### config.mk
export PLATFORM = sky130hd
export DESIGN_NAME = pfra_cell
export DESIGN_NICKNAME = d
export VERILOG_FILES = /design/src/design/pfra_pkg.sv /design/src/design/pfra_cell.sv
export SDC_FILE = /design/constraint.sdc
export NUM_CORES = 1
export LEC_CHECK = 0
export BUFFER_PORTS_ARGS = -buffer_cell sky130_fd_sc_hd__buf_2
export CORE_MARGIN = 2
export CORE_UTILIZATION = 35
export CTS_BUF_LIST = sky130_fd_sc_hd__clkbuf_4 sky130_fd_sc_hd__clkbuf_8
export DETAILED_ROUTE_END_ITERATION = 8
export GPL_TIMING_DRIVEN = 0
export SLEW_MARGIN = 20
export SYNTH_ARGS = -nofsm -noshare
export SYNTH_HDL_FRONTEND = slang
export SYNTH_SLANG_ARGS = --single-unit
export TNS_END_PERCENT = 100
### constraint.sdc
create_clock -name clk -period 3.95 [get_ports clk]
set_clock_uncertainty 0.1 [all_clocks]
set_input_delay 0.79 -clock clk [delete_from_list [all_inputs] [get_ports clk]]
set_output_delay 0.79 -clock clk [all_outputs]
set_load 0.01 [all_outputs]
### src/design/pfra_pkg.sv
// shared types, codes and constants of the page frame range allocator
package pfra_pkg;

  localparam int FRAME_BYTES_DEFAULT    = 4096;
  localparam int RANGE_CAPACITY_DEFAULT = 16;
  localparam int MAX_CAPACITY           = 64;
  localparam int IDX_W                  = $clog2(MAX_CAPACITY);
  localparam int LEFT_W                 = $clog2(MAX_CAPACITY + 1);
  localparam int CNT_W                  = 53;
  localparam logic [CNT_W-1:0] CNT_MAX  = '1;

  localparam logic [1:0] REQ_CLEAR = 2'd0;
  localparam logic [1:0] REQ_ADD   = 2'd1;
  localparam logic [1:0] REQ_ALLOC = 2'd2;

  localparam logic [3:0] KIND_USABLE = 4'd0;

  typedef enum logic [2:0] {
    ST_OK         = 3'd0,
    ST_NOT_USABLE = 3'd1,
    ST_EMPTY      = 3'd2,
    ST_FULL       = 3'd3,
    ST_NO_PAGES   = 3'd4
  } status_t;

  typedef enum logic [2:0] {
    S_IDLE,
    S_ALIGN,
    S_CHECK,
    S_COUNT,
    S_SCAN,
    S_EMIT
  } state_t;

  // scan token walking down the range cells
  typedef struct packed {
    logic              live;
    logic              found;
    logic [LEFT_W-1:0] left;
    logic [63:0]       addr;
  } tok_t;

  // range write broadcast to all cells
  typedef struct packed {
    logic             en;
    logic [IDX_W-1:0] idx;
    logic [63:0]      start;
    logic [63:0]      stop;
  } wr_t;

endpackage

### src/design/pfra_cell.sv
// one range cell: holds a next page and end address, claims the scan token
module pfra_cell #(
  parameter int FRAME_BYTES = pfra_pkg::FRAME_BYTES_DEFAULT,
  parameter int INDEX       = 0
) (
  input  logic           clk,
  input  logic           rst,
  input  pfra_pkg::tok_t tok_in,
  input  pfra_pkg::wr_t  wr,
  output pfra_pkg::tok_t tok_out
);

  logic [63:0]    next_page;
  logic [63:0]    end_addr;
  logic           claim;
  pfra_pkg::tok_t tok_next;

  // only cells below the fill count see a nonzero left count
  assign claim = tok_in.live && !tok_in.found && (tok_in.left != '0) &&
                 (next_page < end_addr);

  always_comb begin
    tok_next = tok_in;
    if (tok_in.left != '0) begin
      tok_next.left = tok_in.left - 1'b1;
    end
    if (claim) begin
      tok_next.found = 1'b1;
      tok_next.addr  = next_page;
    end
  end

  always_ff @(posedge clk) begin
    if (wr.en && (wr.idx == pfra_pkg::IDX_W'(INDEX))) begin
      next_page <= wr.start;
      end_addr  <= wr.stop;
    end else if (claim) begin
      next_page <= next_page + 64'(FRAME_BYTES);
    end
  end

  always_ff @(posedge clk) begin
    if (rst) begin
      tok_out <= '0;
    end else begin
      tok_out <= tok_next;
    end
  end

endmodule

==> results.md <==
* CTS Hold Bufs at 0
* Worst endpoint required time at a little over 4 ns
* Synth warn at 0
* CTS tree: done
* Status: complete, no violations
* Combinational Power Share at 0.096
* Starting DRC count in detailed routing at 826
* Worst-path cell chain: ha_1, nand4_1, nor4_4, nand4_1, a31oi_4, nor4_4, clkbuf_2, o21ai_4, nand2_4, buf_12
* Sequential fraction of the synthesis area at 0.483
* Die footprint at ~33000 sq um
* Number of synthesized flops with an enable pin at roughly 130
* Switching share of power at 0.247
* Cell taking the most area after synthesis: edfxtp_1
* Number of synthesized register bits at between 200 and 250
* Post-synthesis average cell area at 9.69 sq um
* Gr ovfl total at 0
* Chip width at 181 microns
* CP Capture Type: flop
* Max Clk Rate at about 0.27 GHz
* Number of global-route vias before repair at around 9600
* Port Buffers at 281
* Min Clock Period, post-route at 3.76 ns
* Ys flop type: edfxtp_1
* Max Transition Viols Final at 0
* Int Pwr at between 3 and 4 mW
* Slew @ Worst Pin at between 0.9 and 1 ns
* Pwr Total at 5.06 mW
* Pin count of the biggest net entering global routing at 53
* Worst hold path cell count at 1
* Num CTS Buffers at 40
* Antenna-violating nets left at 0
* Final wirelength at approximately 36 mm
* Asr flop ratio synth at 0
* WL met2 at between 15 and 20 mm
* Max cap viols at 0
* Fin Hold WS at 0.338 ns
* Gr usage total at 0.214
* Yosys top cell area share at 0.350
* Mapped Area at around 11000 sq um
* Clock power frac at 0.440
* Die H at 181 microns
* Seq pwr share at 0.464
* Initial Utilization at 0.357
* DRC viols at 0
* Post-Synthesis Cells at about 1100
* Post-CTS setup buffer count at 0
* Met3 WL at 2.93 mm
* Fill cells at approximately 3000
* Share of layout cells above drive strength 1 at 0.258
* Cell variety after synth at 52
* Top cells by instance count after synthesis: nand2_1, edfxtp_1, inv_1
* Vias per inst at between 5 and 6
* Worst-Skew Late Latency at approximately 0.53 ns
* Leakage Power at roughly 5.6 nW
* # rows at 64
* Psw at ~1.2 mW
* Worst IR Drop VDD at between 0.2 and 0.25 mV
* Pwr Density at about 370 nW/um^2
* Final setup fails at 0
* Io pins at around 280
* Crit path DAT at between 3 and 4 ns
* RSZ-0062 raised after global routing: false
* Sink Count at between 200 and 250
* Syn nets at between 1000 and 1500
* First-pass GRT wire length at 54.0 mm
* Slowest cell on crit path: edfxtp_1
* Longest Clk Path Bufs at 3
* Reg2Reg Depth at 10
* Layout net count at roughly 1700
* Area contributors post-synth: edfxtp_1, dfxtp_1, ha_1
* Clock Root Buffer: clkbuf_8
* Area Growth Syn to Fin at 26.0%
* Routed WL per cell at roughly 19 microns
* Worst rel slew slack at 0.379
* Top routing layer in use: met4
* Top-count cell post-synth: nand2_1
* Critical path class: flop to flop
* HP Class: primary input to flop
* CTS clk-pin slew, worst paths at 0.06 ns
* RD Place Congestion at around 0.86
* H-tree lvl count at 2
* Post-detail-place hpwl at between 20 and 30 mm
* Final hold violations at 0
* Met1 WL at between 15 and 20 mm
* Max incr delay on CP at approximately 0.48 ns
* TritonRoute pass-1 iters at 6
* Initial antenna violation count at 2
* Worst Path Max Fanout at 29
* Via count at 9964
* Final Cycle Share at 0.953
* Crit start category: flop
* Core region area at between 30000 and 40000 sq um
[worst max-delay path, delay by kind of cell (launching register included)]
family,cells,cell delay [ns]
buffers and inverters,2,0.51
and+or+nand+nor,5,1.33
AOI/OAI and AO/OA,2,0.71
DFF,1,0.48
adders and majority gates,1,0.35
[registers in the layout, summed over array words and instances, names as in the netlist]
signal and flops:
end_addr 64, next_page 64, tok_out 73
[worst paths after layout]
kind	startpoint	slack (ns)	endpoint
max	next_page[46]	0.19	next_page[40]
min	wr[30]	0.34	end_addr[30]
max reg2reg	next_page[46]	0.19	next_page[40]
min reg2reg	next_page[0]	0.46	tok_out[0]
[metrics by stage]
stage,setup TNS [ns],cells,util,setup WS (ns),cell area (sq um)
global placement,-218.49,1811,0.419,-1.98,12900
floorplan,0,1134,-,0.0139,11000
CTS,0,1884,0.449,0.00290,13800
finish,0,1887,0.450,0.187,13800
global route,0,1887,0.450,0.0500,13800
detailed placement,-23.32,1813,0.421,-0.545,12900
[metal layers]
| metal | vias up | track usage |
|---|---|---|
| met5 | - | 0 |
| met4 | 0 | 0.0699 |
| met3 | 86 | 0.0474 |
| met2 | 445 | 0.349 |
| met1 | 4663 | 0.281 |
| li1 | 4770 | - |
[placed cells by master (no fill, tap or decap), types with 55 or more instances in the layout]
master / instances
nand2_1: 211
inv_1: 77
nor2b_1: 56
ha_1: 66
buf_2: 289
edfxtp_1: 128
dfxtp_1: 73
o21ai_0: 55
[cells by family (layout without fill, tap and decap cells)]
logic type,after synthesis,in the layout,share of synthesized area
buffers and inverters,151,505,0.0529
AND/OR/NAND/NOR,428,429,0.196
other,0,2,0
AO/OA/AOI/OAI,233,233,0.149
flip-flops,201,201,0.483
XOR/XNOR,55,55,0.0438
adder cells (fa/ha/maj),66,66,0.0752
[power groups by stage]
| stage | logic, mW | registers [mW] | clock network (mW) |
|---|---|---|---|
| 5_1_grt | 0.535 | 2.36 | 2.39 |
| 3_3_place_gp | 0.471 | 2.39 | 0 |
| 3_5_place_dp | 0.482 | 2.39 | 0 |
| 2_1_floorplan | 0.206 | 2.41 | 0 |
| 4_1_cts | 0.485 | 2.35 | 2.29 |
| 6_report | 0.487 | 2.35 | 2.23 |
[final cells by class]
| cell class | count | area (sq um) | area share |
|---|---|---|---|
| Sequential cell | 201 | 5310 | 0.383 |
| Multi-Input combinational cell | 783 | 5170 | 0.373 |
| Timing Repair Buffer | 283 | 1450 | 0.105 |
| Clock buffer | 57 | 716 | 0.0517 |
| Tap cell | 396 | 495 | 0.0358 |
| Inverter | 79 | 297 | 0.0214 |
| Buffer | 72 | 290 | 0.0210 |
| Clock inverter | 14 | 116 | 0.00840 |
| Antenna cell | 2 | 5.00 | 0.000361 |
[repair_timing]
item,in CTS,in global routing
gates resized for setup,5,5
endpoints found under the setup margin,52,53
pin swaps,1,1
hold endpoints to repair,0,0
gates cloned,0,1
No activity file was read; power rests on OpenSTA's default activity.
