<file path="src/design/pfra_pkg.sv">
// shared types, codes and constants of the page frame range allocator
package pfra_pkg;

  localparam int FRAME_BYTES_DEFAULT    = 4096;
  localparam int RANGE_CAPACITY_DEFAULT = 16;
  localparam int MAX_CAPACITY           = 64;
  localparam int IDX_W                  = $clog2(MAX_CAPACITY);
  localparam int LEFT_W                 = $clog2(MAX_CAPACITY + 1);
  localparam int CNT_W                  = 53;
  localparam logic [CNT_W-1:0] CNT_MAX  = '1;

  localparam logic [1:0] REQ_CLEAR = 2'd0;
  localparam logic [1:0] REQ_ADD   = 2'd1;
  localparam logic [1:0] REQ_ALLOC = 2'd2;

  localparam logic [3:0] KIND_USABLE = 4'd0;

  typedef enum logic [2:0] {
    ST_OK         = 3'd0,
    ST_NOT_USABLE = 3'd1,
    ST_EMPTY      = 3'd2,
    ST_FULL       = 3'd3,
    ST_NO_PAGES   = 3'd4
  } status_t;

  typedef enum logic [2:0] {
    S_IDLE,
    S_ALIGN,
    S_CHECK,
    S_COUNT,
    S_SCAN,
    S_EMIT
  } state_t;

  // scan token walking down the range cells
  typedef struct packed {
    logic              live;
    logic              found;
    logic [LEFT_W-1:0] left;
    logic [63:0]       addr;
  } tok_t;

  // range write broadcast to all cells
  typedef struct packed {
    logic             en;
    logic [IDX_W-1:0] idx;
    logic [63:0]      start;
    logic [63:0]      stop;
  } wr_t;

endpackage

</file>
<file path="src/design/pfra_req_if.sv">
// request channel of the page frame range allocator
interface pfra_req_if;
  logic        valid;
  logic        ready;
  logic [1:0]  req_type;
  logic [63:0] region_base;
  logic [63:0] region_length;
  logic [3:0]  region_kind;

  modport source (output valid, output req_type, output region_base,
                  output region_length, output region_kind, input ready);
  modport sink (input valid, input req_type, input region_base,
                input region_length, input region_kind, output ready);
endinterface

</file>
<file path="src/design/pfra_res_if.sv">
// result channel of the page frame range allocator
interface pfra_res_if;
  logic        valid;
  logic        ready;
  logic [2:0]  status;
  logic [63:0] page_address;
  logic [4:0]  range_total;
  logic [52:0] covered_pages;
  logic [52:0] spare_pages;
  logic [52:0] granted_pages;
  logic [52:0] allocation_total;

  modport source (output valid, output status, output page_address,
                  output range_total, output covered_pages, output spare_pages,
                  output granted_pages, output allocation_total, input ready);
  modport sink (input valid, input status, input page_address,
                input range_total, input covered_pages, input spare_pages,
                input granted_pages, input allocation_total, output ready);
endinterface

</file>
<file path="src/design/pfra_ctrl.sv">
// request sequencer: alignment, range fill, counters and result register
module pfra_ctrl #(
  parameter int FRAME_BYTES    = pfra_pkg::FRAME_BYTES_DEFAULT,
  parameter int RANGE_CAPACITY = pfra_pkg::RANGE_CAPACITY_DEFAULT
) (
  input  logic           clk,
  input  logic           rst,
  pfra_req_if.sink       req,
  pfra_res_if.source     res,
  output pfra_pkg::tok_t tok_first,
  input  pfra_pkg::tok_t tok_last,
  output pfra_pkg::wr_t  wr
);

  localparam int PAGE_BITS = $clog2(FRAME_BYTES);
  localparam logic [63:0] PAGE_MASK = 64'(FRAME_BYTES - 1);
  localparam int UW = $clog2(RANGE_CAPACITY + 1);
  localparam int CW = pfra_pkg::CNT_W;

  pfra_pkg::state_t  state, state_next;
  pfra_pkg::status_t status_q;
  logic [UW-1:0]     used;
  logic [63:0]       base_q, len_q, start_q, stop_q, pages_q, addr_q;
  logic [CW-1:0]     pages_total, pages_free, pages_allocated, alloc_done;
  logic [64:0]       up_sum, end_sum;
  logic [63:0]       start_c, stop_c;
  logic              has_room, non_empty, emit;

  function automatic logic [CW-1:0] cnt_add(logic [CW-1:0] a, logic [63:0] b);
    logic [64:0] s;
    s = {(65 - CW)'(0), a} + {1'b0, b};
    return (s > {(65 - CW)'(0), pfra_pkg::CNT_MAX}) ? pfra_pkg::CNT_MAX : s[CW-1:0];
  endfunction

  // page alignment, saturating at the top of the address space
  assign up_sum  = {1'b0, base_q} + {1'b0, PAGE_MASK};
  assign end_sum = {1'b0, base_q} + {1'b0, len_q};
  assign start_c = up_sum[64] ? '1 : (up_sum[63:0] & ~PAGE_MASK);
  assign stop_c  = (end_sum[64] ? '1 : end_sum[63:0]) & ~PAGE_MASK;

  assign has_room  = used < UW'(RANGE_CAPACITY);
  assign non_empty = stop_q > start_q;
  assign emit      = (state == pfra_pkg::S_EMIT) && (!res.valid || res.ready);

  always_ff @(posedge clk) begin
    if (rst) begin
      state <= pfra_pkg::S_IDLE;
    end else begin
      state <= state_next;
    end
  end

  always_comb begin
    state_next = state;
    req.ready  = 1'b0;
    tok_first  = '0;
    wr         = '0;
    case (state)
      pfra_pkg::S_IDLE: begin
        req.ready = 1'b1;
        if (req.valid) begin
          case (req.req_type)
            pfra_pkg::REQ_ADD: begin
              state_next = (req.region_kind != pfra_pkg::KIND_USABLE) ?
                           pfra_pkg::S_EMIT : pfra_pkg::S_ALIGN;
            end
            pfra_pkg::REQ_ALLOC: begin
              tok_first.live = 1'b1;
              tok_first.left = pfra_pkg::LEFT_W'(used);
              state_next     = pfra_pkg::S_SCAN;
            end
            default: state_next = pfra_pkg::S_EMIT;
          endcase
        end
      end
      pfra_pkg::S_ALIGN: state_next = pfra_pkg::S_CHECK;
      pfra_pkg::S_CHECK: begin
        if (non_empty && has_room) begin
          wr.en      = 1'b1;
          wr.idx     = pfra_pkg::IDX_W'(used);
          wr.start   = start_q;
          wr.stop    = stop_q;
          state_next = pfra_pkg::S_COUNT;
        end else begin
          state_next = pfra_pkg::S_EMIT;
        end
      end
      pfra_pkg::S_COUNT: state_next = pfra_pkg::S_EMIT;
      pfra_pkg::S_SCAN: begin
        if (tok_last.live) begin
          state_next = pfra_pkg::S_EMIT;
        end
      end
      pfra_pkg::S_EMIT: begin
        if (!res.valid || res.ready) begin
          state_next = pfra_pkg::S_IDLE;
        end
      end
      default: state_next = pfra_pkg::S_IDLE;
    endcase
  end

  // control counters
  always_ff @(posedge clk) begin
    if (rst) begin
      used            <= '0;
      pages_total     <= '0;
      pages_free      <= '0;
      pages_allocated <= '0;
      alloc_done      <= '0;
    end else begin
      case (state)
        pfra_pkg::S_IDLE: begin
          if (req.valid && (req.req_type == pfra_pkg::REQ_CLEAR)) begin
            used            <= '0;
            pages_total     <= '0;
            pages_free      <= '0;
            pages_allocated <= '0;
            alloc_done      <= '0;
          end
        end
        pfra_pkg::S_CHECK: begin
          if (wr.en) begin
            used <= used + 1'b1;
          end
        end
        pfra_pkg::S_COUNT: begin
          pages_total <= cnt_add(pages_total, pages_q);
          pages_free  <= cnt_add(pages_free, pages_q);
        end
        pfra_pkg::S_SCAN: begin
          if (tok_last.live && tok_last.found) begin
            if (pages_free != '0) begin
              pages_free <= pages_free - 1'b1;
            end
            pages_allocated <= cnt_add(pages_allocated, 64'd1);
            alloc_done      <= cnt_add(alloc_done, 64'd1);
          end
        end
        default: ;
      endcase
    end
  end

  // request payload and per-request status
  always_ff @(posedge clk) begin
    case (state)
      pfra_pkg::S_IDLE: begin
        base_q   <= req.region_base;
        len_q    <= req.region_length;
        addr_q   <= '0;
        status_q <= pfra_pkg::ST_OK;
        if ((req.req_type == pfra_pkg::REQ_ADD) &&
            (req.region_kind != pfra_pkg::KIND_USABLE)) begin
          status_q <= pfra_pkg::ST_NOT_USABLE;
        end
      end
      pfra_pkg::S_ALIGN: begin
        start_q <= start_c;
        stop_q  <= stop_c;
      end
      pfra_pkg::S_CHECK: begin
        pages_q <= (stop_q - start_q) >> PAGE_BITS;
        if (!non_empty) begin
          status_q <= pfra_pkg::ST_EMPTY;
        end else if (!has_room) begin
          status_q <= pfra_pkg::ST_FULL;
        end
      end
      pfra_pkg::S_SCAN: begin
        if (tok_last.live) begin
          if (tok_last.found) begin
            addr_q <= tok_last.addr;
          end else begin
            status_q <= pfra_pkg::ST_NO_PAGES;
          end
        end
      end
      default: ;
    endcase
  end

  // result register
  always_ff @(posedge clk) begin
    if (rst) begin
      res.valid <= 1'b0;
    end else if (emit) begin
      res.valid <= 1'b1;
    end else if (res.ready) begin
      res.valid <= 1'b0;
    end
  end

  always_ff @(posedge clk) begin
    if (emit) begin
      res.status           <= status_q;
      res.page_address     <= addr_q;
      res.range_total      <= 5'(used);
      res.covered_pages    <= pages_total;
      res.spare_pages      <= pages_free;
      res.granted_pages    <= pages_allocated;
      res.allocation_total <= alloc_done;
    end
  end

  a_tok_only_in_scan: assert property (@(posedge clk) disable iff (rst)
    tok_last.live |-> state == pfra_pkg::S_SCAN)
    else $error("scan token returned outside a scan");

  a_free_le_total: assert property (@(posedge clk) disable iff (rst)
    pages_free <= pages_total)
    else $error("free pages exceed total pages");

  a_used_bounded: assert property (@(posedge clk) disable iff (rst)
    used <= UW'(RANGE_CAPACITY))
    else $error("range count beyond capacity");

  a_write_grows_table: assert property (@(posedge clk) disable iff (rst)
    wr.en |=> used == $past(used) + 1'b1)
    else $error("range write did not advance the fill count");

endmodule

</file>
<file path="src/flat_wrapper.sv">
// flat-port wrapper written by rule: the top's interface ports become plain ports
module pfra_ctrl_flat 
#(
  parameter int FRAME_BYTES    = pfra_pkg::FRAME_BYTES_DEFAULT,
  parameter int RANGE_CAPACITY = pfra_pkg::RANGE_CAPACITY_DEFAULT
)
  (clk, rst, tok_first, tok_last, wr, req_valid, req_req_type, req_region_base, req_region_length, req_region_kind, req_ready, res_valid, res_status, res_page_address, res_range_total, res_covered_pages, res_spare_pages, res_granted_pages, res_allocation_total, res_ready);
  pfra_req_if req_i ();
  pfra_res_if res_i ();
  input  logic clk;
  input  logic rst;
  output pfra_pkg::tok_t tok_first;
  input  pfra_pkg::tok_t tok_last;
  output pfra_pkg::wr_t wr;
  input wire logic [$bits(req_i.valid)-1:0] req_valid;
  input wire logic [$bits(req_i.req_type)-1:0] req_req_type;
  input wire logic [$bits(req_i.region_base)-1:0] req_region_base;
  input wire logic [$bits(req_i.region_length)-1:0] req_region_length;
  input wire logic [$bits(req_i.region_kind)-1:0] req_region_kind;
  output wire logic [$bits(req_i.ready)-1:0] req_ready;
  output wire logic [$bits(res_i.valid)-1:0] res_valid;
  output wire logic [$bits(res_i.status)-1:0] res_status;
  output wire logic [$bits(res_i.page_address)-1:0] res_page_address;
  output wire logic [$bits(res_i.range_total)-1:0] res_range_total;
  output wire logic [$bits(res_i.covered_pages)-1:0] res_covered_pages;
  output wire logic [$bits(res_i.spare_pages)-1:0] res_spare_pages;
  output wire logic [$bits(res_i.granted_pages)-1:0] res_granted_pages;
  output wire logic [$bits(res_i.allocation_total)-1:0] res_allocation_total;
  input wire logic [$bits(res_i.ready)-1:0] res_ready;
  assign req_i.valid = req_valid;
  assign req_i.req_type = req_req_type;
  assign req_i.region_base = req_region_base;
  assign req_i.region_length = req_region_length;
  assign req_i.region_kind = req_region_kind;
  assign req_ready = req_i.ready;
  assign res_valid = res_i.valid;
  assign res_status = res_i.status;
  assign res_page_address = res_i.page_address;
  assign res_range_total = res_i.range_total;
  assign res_covered_pages = res_i.covered_pages;
  assign res_spare_pages = res_i.spare_pages;
  assign res_granted_pages = res_i.granted_pages;
  assign res_allocation_total = res_i.allocation_total;
  assign res_i.ready = res_ready;
  pfra_ctrl #(.FRAME_BYTES(FRAME_BYTES), .RANGE_CAPACITY(RANGE_CAPACITY)) u_core (.clk(clk), .rst(rst), .req(req_i), .res(res_i), .tok_first(tok_first), .tok_last(tok_last), .wr(wr));
endmodule
</file>
<file path="config.mk">
export PLATFORM = sky130hd
export DESIGN_NAME = pfra_ctrl_flat
export DESIGN_NICKNAME = d
export VERILOG_FILES = /design/src/design/pfra_pkg.sv /design/src/design/pfra_req_if.sv /design/src/design/pfra_res_if.sv /design/src/design/pfra_ctrl.sv /design/src/flat_wrapper.sv
export SDC_FILE = /design/constraint.sdc
export NUM_CORES = 2
export LEC_CHECK = 0
export BUFFER_PORTS_ARGS = -buffer_cell sky130_fd_sc_hd__clkbuf_2
export CAP_MARGIN = 20
export CORE_MARGIN = 2
export CORE_UTILIZATION = 55
export CTS_CLUSTER_DIAMETER = 120
export DETAILED_ROUTE_END_ITERATION = 7
export PLACE_DENSITY = 0.77
export SYNTH_ARGS = -nofsm -noshare
export SYNTH_HDL_FRONTEND = slang
export SYNTH_SLANG_ARGS = --single-unit
</file>
<file path="constraint.sdc">
create_clock -name clk -period 40.7 [get_ports clk]
set_input_delay 6.105 -clock clk [delete_from_list [all_inputs] [get_ports clk]]
set_output_delay 6.105 -clock clk [all_outputs]
set_load 0.01 [all_outputs]
</file>
==> summary.txt <==
Outcome
  – Run status: complete, no violations

Layout
  – Core Util, Final: 63.5%
  – Design area: 54,300 sq um
  – Fillers: 6,974
  – Nets: 5,836
  – Share of layout cells above drive strength 1: 15.8%
  – Area delta synth->final: 14.0%
  – Multi-input logic area: 22,300 sq um
  – Register area: 23,500 sq um
  – Finished Layout Cells: 6,619

Die
  – I/O Pins: 705
  – Core area: 85,500 sq um
  – Die area: 89,000 sq um
  – Die W: 298 microns
  – Initial core utilization: 55.7%
  – Row count: 107
  – Die Ht: 298 microns

Pwr
  – P_leak: 22.2 nW
  – Total power: 2.85 mW
  – VDD IR max: 0.0479 mV
  – Pwr per Cell Area: 52.5 nW/um^2

Timing
  – Setup total negative slack: 0 ns
  – Period Utilization, post-route: 33.4%
  – Post-layout min period: 13.58 ns
  – Actual slew at the worst max-slew pin: 1.11 ns
  – Post-route clock skew: 0.0275 ns
  – Final setup margin: 27.12 ns
  – Max Slew Vio Count: 0
  – Setup Viol. Count Final: 0
  – Max Clock Freq: 73.6 MHz
  – Final Hold Fails: 0
  – RSZ-0062 raised after global routing: false
  – Rel. slew slack: 25.1%
  – Hold_ws: 0.406 ns

GRT
  – First-pass GRT wire length: 208 mm
  – All-Layer GR Usage: 29.5%
  – Largest net degree at the start of global routing: 119
  – Initial antenna violation count: 6
  – Grt total ovfl: 0
  – Vias in the first global route: 36,400

Clocking
  – Clk slew on worst S/H paths: 0.07 ns
  – Post_cts resized: 0
  – H-tree depth: 3
  – CTS tree: done
  – Post-CTS Setup Repair Bufs: 0
  – Post-CTS Hold Buffers: 0
  – CTS Buf Count: 90
  – Root buffer cell: clkbuf_16
  – Clock Latency Late Sink: 0.68 ns
  – Worst-case clock buffer depth: 3
  – # clock sinks: 857

Yosys
  – Mapped cell area: 47,700 sq um
  – EDFF count, synth: 636
  – Yosys cell types: 93
  – Ys Warns: 0
  – Post-synth top flop: edfxtp_1
  – Seq cells post-synth: 857
  – Syn avg cell area: 9.72 sq um
  – Async S/R FF share, synth: 0%
  – Mapped Cells: 4,903
  – Post-synthesis sequential area ratio: 49.3%

Setup path
  – CP Data Arrival Time: 7.47 ns
  – CP max FO: 6
  – R2r setup slk: 35.93 ns
  – Crit path capture type: output pin
  – Critical path class: in -> out
  – CP Launch Type: input pin
  – Critical Path RT: 34.59 ns

Route
  – Drt total wl: 136 mm
  – Wire per inst: 20.6 microns
  – Vias: 39,700
  – DRC viols: 0
  – ANT nets after route: 0
  – Drt via density: 6.00
  – DR pass1 iterations: 6
  – Initial DRC count: 4,189

Placed design
  – Cell count after placement: 6,443
  – Pre-CTS setup slack: 27.17 ns
  – HPWL after DPL: 101 mm
  – Placed instance area: 51,200 sq um
  – Global placer's final weighted congestion: 1.00
  – Port buffer count: 616

Flow run
  – Max Cap Viol: 0

Worst hold path
  – HP Class: reg -> reg
==> layer usage <==
layer	vias up	wire length, microns	part of all wire, %	track usage, %
met1	18600	58600	43	41.8
met4	0	6170	4.5	13.0
met3	295	11100	8.1	4.66
li1	18900	-	-	-
met2	1831	60600	44	45.0
met5	-	0	0	0
==> registers in the layout, indices dropped and copies added (netlist names) <==
register,count
u_core.used,5
u_core.pages_total,53
u_core.len_q,64
u_core.res.spare_pages,53
u_core.pages_q,52
u_core.alloc_done,53
u_core.base_q,64
u_core.res.granted_pages,53
u_core.res.status,3
u_core.start_q,53
u_core.res.allocation_total,53
u_core.res.page_address,64
u_core.res.covered_pages,53
u_core.pages_free,53
u_core.status_q,3
u_core.state,3
u_core.addr_q,64
u_core.res.range_total,5
u_core.res.valid,1
u_core.stop_q,52
u_core.pages_allocated,53
==> layout make-up <==
type	count	area share [%]
diodes	5	0.0230
clock buffers	112	4.50
clock inverters	58	1.14
inverters	161	1.11
multi-input cells	3624	41.0
flip-flops and latches	857	43.3
well taps	1144	2.63
repair buffers	658	6.28
==> path summary, 6_finish.rpt <==
check	to	start	cells after the start
worst min register to register	u_core.res.page_address[1]	u_core.addr_q[1]	0
worst max register to register	u_core.stop_q[13]	u_core.base_q[2]	12
worst max-delay path	tok_first[65]	req_req_type[0]	6
worst min-delay path	u_core.res.page_address[1]	u_core.addr_q[1]	0
==> power breakdown <==
group	switching (mW)	leakage (nW)	internal, mW
logic	0.538	12.8	0.304
registers	0.0723	7.90	1.09
clock network	0.360	1.47	0.483
total	0.970	22.2	1.88
==> synth_stat cells (all sizes together), types with 49 or more instances <==
cell | instances | area [sq um]
edfxtp | 636 | 19100
nand2 | 523 | 1970
o21ai | 455 | 2280
a21oi | 421 | 2110
nor2 | 265 | 995
ha | 230 | 2880
clkbuf | 221 | 830
dfxtp | 221 | 4420
xnor2 | 163 | 1430
inv | 161 | 604
and2 | 146 | 913
nand3 | 134 | 676
and3 | 126 | 788
buf | 120 | 828
nor3 | 119 | 607
a21o | 115 | 863
nand4 | 100 | 626
xor2 | 82 | 718
a31oi | 73 | 457
nor4 | 66 | 432
a211oi | 49 | 368
==> cells in the final DEF (no fill, tap or decap), types with 73 or more instances in the layout <==
master	Yosys	routed
a21o_1	115	115
a21oi_1	421	421
a31oi_1	73	73
and2_1	144	144
and3_1	126	126
clkbuf_16	0	92
clkbuf_2	0	615
conb_1	1	81
dfxtp_1	221	220
edfxtp_1	636	636
ha_1	230	230
inv_1	161	161
nand2_1	522	522
nand3_1	133	133
nand4_1	100	100
nor2_1	265	258
nor3_1	118	116
o21ai_0	446	446
xnor2_1	163	163
xor2_1	82	82
==> kinds of logic after synthesis <==
logic type | synth area share [%]
fa+ha+maj | 6.16
mux | 0.199
simple gates | 17.4
flops | 49.3
buf+inv | 4.75
xor+xnor | 4.50
other cells | 0.00787
compound gates | 17.7
==> worst max-delay path, stage by stage <==
cell and delay [ns]:
clkbuf_2 0.13, inv_1 0.09, ha_1 0.19, and3_1 0.59, and2_1 0.23, clkbuf_2 0.14
Power figures use the tool's default switching activity.
